**config.mk**
```make
export PLATFORM = sky130hd
export DESIGN_NAME = psdt_lcg
export DESIGN_NICKNAME = d
export VERILOG_FILES = /design/src/hdl/psdt_pkg.sv /design/src/hdl/psdt_lcg.sv
export SDC_FILE = /design/constraint.sdc
export NUM_CORES = 1
export LEC_CHECK = 0
export BUFFER_PORTS_ARGS = -buffer_cell sky130_fd_sc_hd__buf_2
export CORE_UTILIZATION = 55
export CTS_BUF_LIST = sky130_fd_sc_hd__clkbuf_2 sky130_fd_sc_hd__clkbuf_4 sky130_fd_sc_hd__clkbuf_8
export CTS_CLUSTER_DIAMETER = 80
export DETAILED_ROUTE_END_ITERATION = 8
export HOLD_SLACK_MARGIN = 0.05
export PLACE_DENSITY = 0.79
export RECOVER_POWER = 50
export SLEW_MARGIN = 15
export SYNTH_ARGS = -nofsm -noshare
export SYNTH_HDL_FRONTEND = slang
export SYNTH_SLANG_ARGS = --single-unit
```
**constraint.sdc**
```tcl
create_clock -name i_clk -period 18.1 [get_ports i_clk]
set_clock_uncertainty 0.05 [all_clocks]
set_input_delay 4.525 -clock i_clk [delete_from_list [all_inputs] [get_ports i_clk]]
set_output_delay 4.525 -clock i_clk [all_outputs]
set_load 0.03 [all_outputs]
```
**src/hdl/psdt_pkg.sv**
```systemverilog
// shared types, constants and pattern tables for the pattern stamp table
package psdt_pkg;

    localparam int TableDepth    = 512;
    localparam int ScatterTarget = 10;
    localparam int ScatterTries  = 100;

    localparam logic [31:0] LcgMul  = 32'd1103515245;
    localparam logic [31:0] LcgInc  = 32'd12345;
    localparam logic [31:0] SeedRst = 32'd1;

    typedef enum logic [2:0] {
        OP_CLEAR   = 3'd0,
        OP_RING    = 3'd1,
        OP_LINE    = 3'd2,
        OP_STAR    = 3'd3,
        OP_TRI     = 3'd4,
        OP_SCATTER = 3'd5
    } t_op;

    typedef struct packed {
        logic signed [2:0] dc;
        logic signed [2:0] dr;
        logic              half;
    } t_offset;

    // number of offsets stamped by an operation
    function automatic logic [3:0] pattern_len(input logic [2:0] op);
        case (op)
            OP_RING: pattern_len = 4'd6;
            OP_LINE: pattern_len = 4'd8;
            OP_STAR: pattern_len = 4'd12;
            OP_TRI:  pattern_len = 4'd4;
            default: pattern_len = 4'd0;
        endcase
    endfunction

    function automatic t_offset mk(input int c, input int r, input int h);
        t_offset o;
        o.dc   = 3'(c);
        o.dr   = 3'(r);
        o.half = 1'(h);
        return o;
    endfunction

    function automatic t_offset pattern_offset(input logic [2:0] op, input logic [3:0] idx);
        t_offset o;
        o = mk(0, 0, 0);
        case (op)
            OP_LINE: o = mk(int'(idx[3:1]), 0, int'(idx[0]));
            OP_TRI: begin
                case (idx)
                    4'd0:    o = mk(0, 0, 0);
                    4'd1:    o = mk(0, 0, 1);
                    4'd2:    o = mk(1, 0, 0);
                    default: o = mk(0, 1, 1);
                endcase
            end
            default: begin
                case (idx)
                    4'd0:    o = mk(0, 0, 0);
                    4'd1:    o = mk(0, 0, 1);
                    4'd2:    o = mk(-1, 0, 1);
                    4'd3:    o = mk(1, 0, 0);
                    4'd4:    o = mk(0, -1, 1);
                    4'd5:    o = mk(0, 1, 0);
                    4'd6:    o = mk(-1, -1, 1);
                    4'd7:    o = mk(1, -1, 0);
                    4'd8:    o = mk(-1, 1, 1);
                    4'd9:    o = mk(1, 1, 0);
                    4'd10:   o = mk(-2, 0, 1);
                    default: o = mk(2, 0, 0);
                endcase
            end
        endcase
        return o;
    endfunction

    // (x*9)/32767 for a 15-bit x, done with compare: result 0..9
    function automatic logic [3:0] scale9(input logic [14:0] x);
        logic [18:0] p;
        logic [3:0]  q;
        p = 19'(x) * 19'd9;
        q = 4'd0;
        for (int k = 1; k <= 9; k++) begin
            if (p >= 19'(k * 32767)) q = 4'(k);
        end
        return q;
    endfunction

endpackage

```
**src/hdl/psdt_lcg.sv**
```systemverilog
// scatter random draw unit: seed register, entropy mix and lcg step
module psdt_lcg (
    input  logic        i_clk,
    input  logic        i_rst_n,
    input  logic        i_mix,
    input  logic [31:0] i_entropy,
    input  logic        i_step,
    output logic [14:0] o_x
);
    import psdt_pkg::*;

    logic [31:0] r_seed;
    logic [31:0] n_seed;

    always_comb begin
        n_seed = r_seed * LcgMul + LcgInc;
    end

    always_ff @(posedge i_clk) begin
        if (!i_rst_n) begin
            r_seed <= SeedRst;
        end else if (i_mix) begin
            r_seed <= r_seed ^ i_entropy;
        end else if (i_step) begin
            r_seed <= n_seed;
        end
    end

    assign o_x = n_seed[30:16];

    a_excl: assert property (@(posedge i_clk) disable iff (!i_rst_n)
        !(i_mix && i_step)) else $error("mix and step together");
    a_hold: assert property (@(posedge i_clk) disable iff (!i_rst_n)
        !$past(i_mix) && !$past(i_step) && $past(i_rst_n) |-> $stable(r_seed))
        else $error("seed changed without a step");
    a_step: assert property (@(posedge i_clk) disable iff (!i_rst_n)
        i_step |=> r_seed[30:16] == $past(o_x)) else $error("draw mismatch");

endmodule

```
After elaboration in Yosys (flattened, before gate mapping) --
Index checks and enable logic that the tools add are counted.
Operators by class: reduce and logical (&&, ||, !) cells 1, equal/unequal tests 0, bitwise operators 1, div/mod/pow operators 0, shift operators 0, mux-type cells 2, multiply operators 1, magnitude comparators 0, $add $sub $neg 1
Operators by type and width (number):
- 32-bit two-way mux | 2
- 32-bit by 14-bit adder with 32-bit output (second input constant) | 1
- 32-bit by 31-bit multiplier with 32-bit output (second input constant) | 1
- 32-bit bitwise XOR | 1
- 2-bit nonzero test | 1
Word-level totals: latch bits 0, memories 0, bits in read-only memories 0, memory bits (writable) 0, flip-flop bits (word level) 32, bits of input ports 36

Longest topological paths before layout --
depth after elaboration 4, depth in mapped cells 26, gate-level depth less buffers 24

Least setup slack after synthesis --
Ideal clock, no wire load.
path type reg2out, start point register r_seed[6], end point output port o_x[14], cell stages (with the launch flop) 25, setup slack 6.959 ns, buffers on the path 1, arrival 6.566 ns, cell sequence dfxtp_1 > ha_1 > xor2_1 > ha_1 > a21oi_1 > fa_1 > fa_1 > inv_1 > fa_1 > inv_1 > fa_1 > inv_1 > fa_1 > inv_1 > fa_1 > inv_1 > ha_1 > and4_1 > and3_1 > buf_4 > o211ai_1 > a31oi_1 > a41oi_1 > and2b_1 > xnor2_1
Between the ends: longest elaborated chain between the ends 2
RTL lines:
- start: declaration | RTL line psdt_lcg.sv:12 | logic [31:0] r_seed;
- start signal: assignment | RTL line psdt_lcg.sv:21 | r_seed <= SeedRst;
- start signal: assignment | RTL line psdt_lcg.sv:23 | r_seed <= r_seed ^ i_entropy;
- start signal: assignment | RTL line psdt_lcg.sv:25 | r_seed <= n_seed;
- 32-bit by 31-bit multiplier with 32-bit output | RTL line psdt_lcg.sv:16 | n_seed = r_seed * LcgMul + LcgInc;
- 32-bit by 14-bit adder with 32-bit output | RTL line psdt_lcg.sv:16
- end: declaration | RTL line psdt_lcg.sv:8 | output logic [14:0] o_x
Every way passes these cells.

Worst setup path after layout --
Ends and elaborated chain as after synthesis.

==> reports/qor.yml <==
ant_nets: 0
start_kind: "flip-flop"
worst_pin_slew_ns: 2.51
period_share_pct: 68.9
cts_tree: "built"
top_regs: "r_seed (31)"
largest_reg_flops: 31
final_nets: 1632
num_vias: 7993
yosys_register_bits: 31
area.growth.synth_to_final_pct: 4.99
track_usage_pct: 28.7
cts_sinks: 31
netlist_area_sq_um: 10500
boundaryPins: 51
synthTopCellsByArea: "fa_1 (34%), ha_1 (23%), inv_1 (14%)"
hp-class: "flip-flop to flip-flop"
initial_core_util_pct: 56.2
fmax_mhz: 80.2
seq_area_frac_synth_pct: 5.88
layout_common_cells: "inv_1 (405), ha_1 (195), fa_1 (178), a21oi_1 (95), buf_2 (48)"
setup-tns-final_ns: 0
status: "finished with violations"
failed_checks: "capacitance limit, slew limit"
relSlewSlack_pct: -67.4
cts_resized: 0
wl_um: 26300
grt_pass1_wl_um: 43300
regMostFlops: "r_seed"
clk_latency_ns: 0.29
seqCellArea_sq_um: 621
drtIter0Drc: 525
post_cts_buffers: 0
h-tree-depth: 2
synthArstFlopShare_pct: 0
cp_slowest_cell: "dfxtp_1"
yosysWarnings: 0
numCtsBuffers: 5
maxSlewViolCount: 65
grt_pass1_vias: 8403
yosysTopAreaCellShare_pct: 33.8
synth.avg_cell_area_sq_um: 8.89
routedWlPerCell_um: 18.1
synth.largest_area_cell: "fa_1"
clock_path_buffers: 2
crit_arrival_ns: 7.89
dieWidth_um: 140
max_cap_violations: 1
core_area_sq_um: 18800
ys_types: 62
crit_required_ns: 13.53
syn_inst: 1186
critical_path_class: "flip-flop to output port"
dr.pass1.iters: 6
die_h_um: 140
drc: 0
path_clk_slew_ns: 0.07
overflow: 0
end_kind: "output port"
finalSetupViolCount: 0
multi_input_area_sq_um: 8290
final_common_cell: "inv_1"
max_stage_delay_ns: 0.78
rsz0062_at_grt: "false"
clockRootBuffer: "clkbuf_8"
crit_fanout: 11
period_needed_ns: 12.46
crit_chain: "ha_1, xor2_1, ha_1, a21oi_1, fa_1, fa_1, inv_1, fa_1, inv_1, fa_1, inv_1, fa_1, inv_1, fa_1, inv_1, ha_1, and4_1, and3_1, o211ai_1, a31oi_1, a41oi_1, and2b_1, xnor2_1, buf_2"
hold_viol: 0
hold_buffers: 0
viasPerCell: 5.49
yosys_most_used_dff: "dfxtp_1"
crit_top_cell: "fa_1"
synth_edf_count: 0
die_area_sq_um: 19700
nFillCells: 1608
drive_gt1_share_pct: 5.72
place_hpwl_um: 23000
rows: 50
gp_congestion: 1.01
antenna_found_initial: 0
diodes: 0
grt_max_degree: 65
syn_nets: 1595
place.port_buffers: 49
final cells by class:
class,count,share of cell area [%]
clock buffers,6,0.746
clock inverters,1,0.0452
inverters,405,13.7
multi-input cells,728,74.9
flip-flops and latches,31,5.60
well taps,234,2.64
repair buffers,52,2.37
worst max-delay path: cells and delay by family (launching register included):
family,cells,cell delay [ns]
flops,1,0.78
simple gates,3,0.80
compound gates,4,1.01
buf+inv,6,0.51
fa+ha+maj,9,4.10
xor+xnor,2,0.36
synth_stat cells, types with 4 or more instances:
cell	count
nor3b_1	6
a211oi_1	5
nor3_1	8
dfxtp_1	31
inv_1	405
a21oi_1	95
xor2_1	23
a21o_1	5
and3_1	4
fa_1	178
a221o_1	4
ha_1	195
clkbuf_1	13
nand3_1	23
xnor2_1	37
nor2_1	17
o21ai_0	20
nor2b_1	14
o21a_1	4
nand2_1	25
o211ai_1	14
stage by stage:
stage / instance area, sq um / instances / hold slack (ns) / utilization [%] / worst slack, ns
after floorplan: 10500 / 1186 / 0.513 / - / 6.96
after global placement: 11000 / 1450 / 0.557 / 58.6 / 6.15
after detailed placement: 11000 / 1450 / 0.567 / 58.6 / 6.05
after CTS: 11100 / 1457 / 0.580 / 59.1 / 5.70
after global routing: 11100 / 1457 / 0.628 / 59.0 / 5.38
final: 11100 / 1457 / 0.583 / 59.0 / 5.64
cell families after synthesis:
group / Yosys count / synth area share, %
buffers and inverters: 427 / 15.5
adder cells (fa/ha/maj): 373 / 56.9
AO/OA/AOI/OAI: 180 / 10.9
AND/OR/NAND/NOR: 115 / 5.84
XOR/XNOR: 60 / 4.98
flip-flops: 31 / 5.88
worst paths after layout:
path,slack (ns),startpoint,endpoint,cells after the start
max reg2reg,10.63,r_seed[6]$_SDFFE_PN0P_,r_seed[29]$_SDFFE_PN0P_,23
min,0.58,r_seed[28]$_SDFFE_PN0P_,r_seed[28]$_SDFFE_PN0P_,3
min reg2reg,0.58,r_seed[28]$_SDFFE_PN0P_,r_seed[28]$_SDFFE_PN0P_,3
max,5.64,r_seed[6]$_SDFFE_PN0P_,o_x[14],24
routing by layer:
layer  GRT usage [%]  wire length, um  vias up  part of all wire (%)
met2            47.4            12200      302                    46
met1            39.1            11300     3894                    43
met3            2.84             1670       73                   6.3
met5               0                0        -                     0
met4            11.1             1150        0                   4.4
li1                -                -     3724                     -
Power is not shown: default switching activity piles up to over one toggle a cycle in this logic, so the estimate is an artifact.
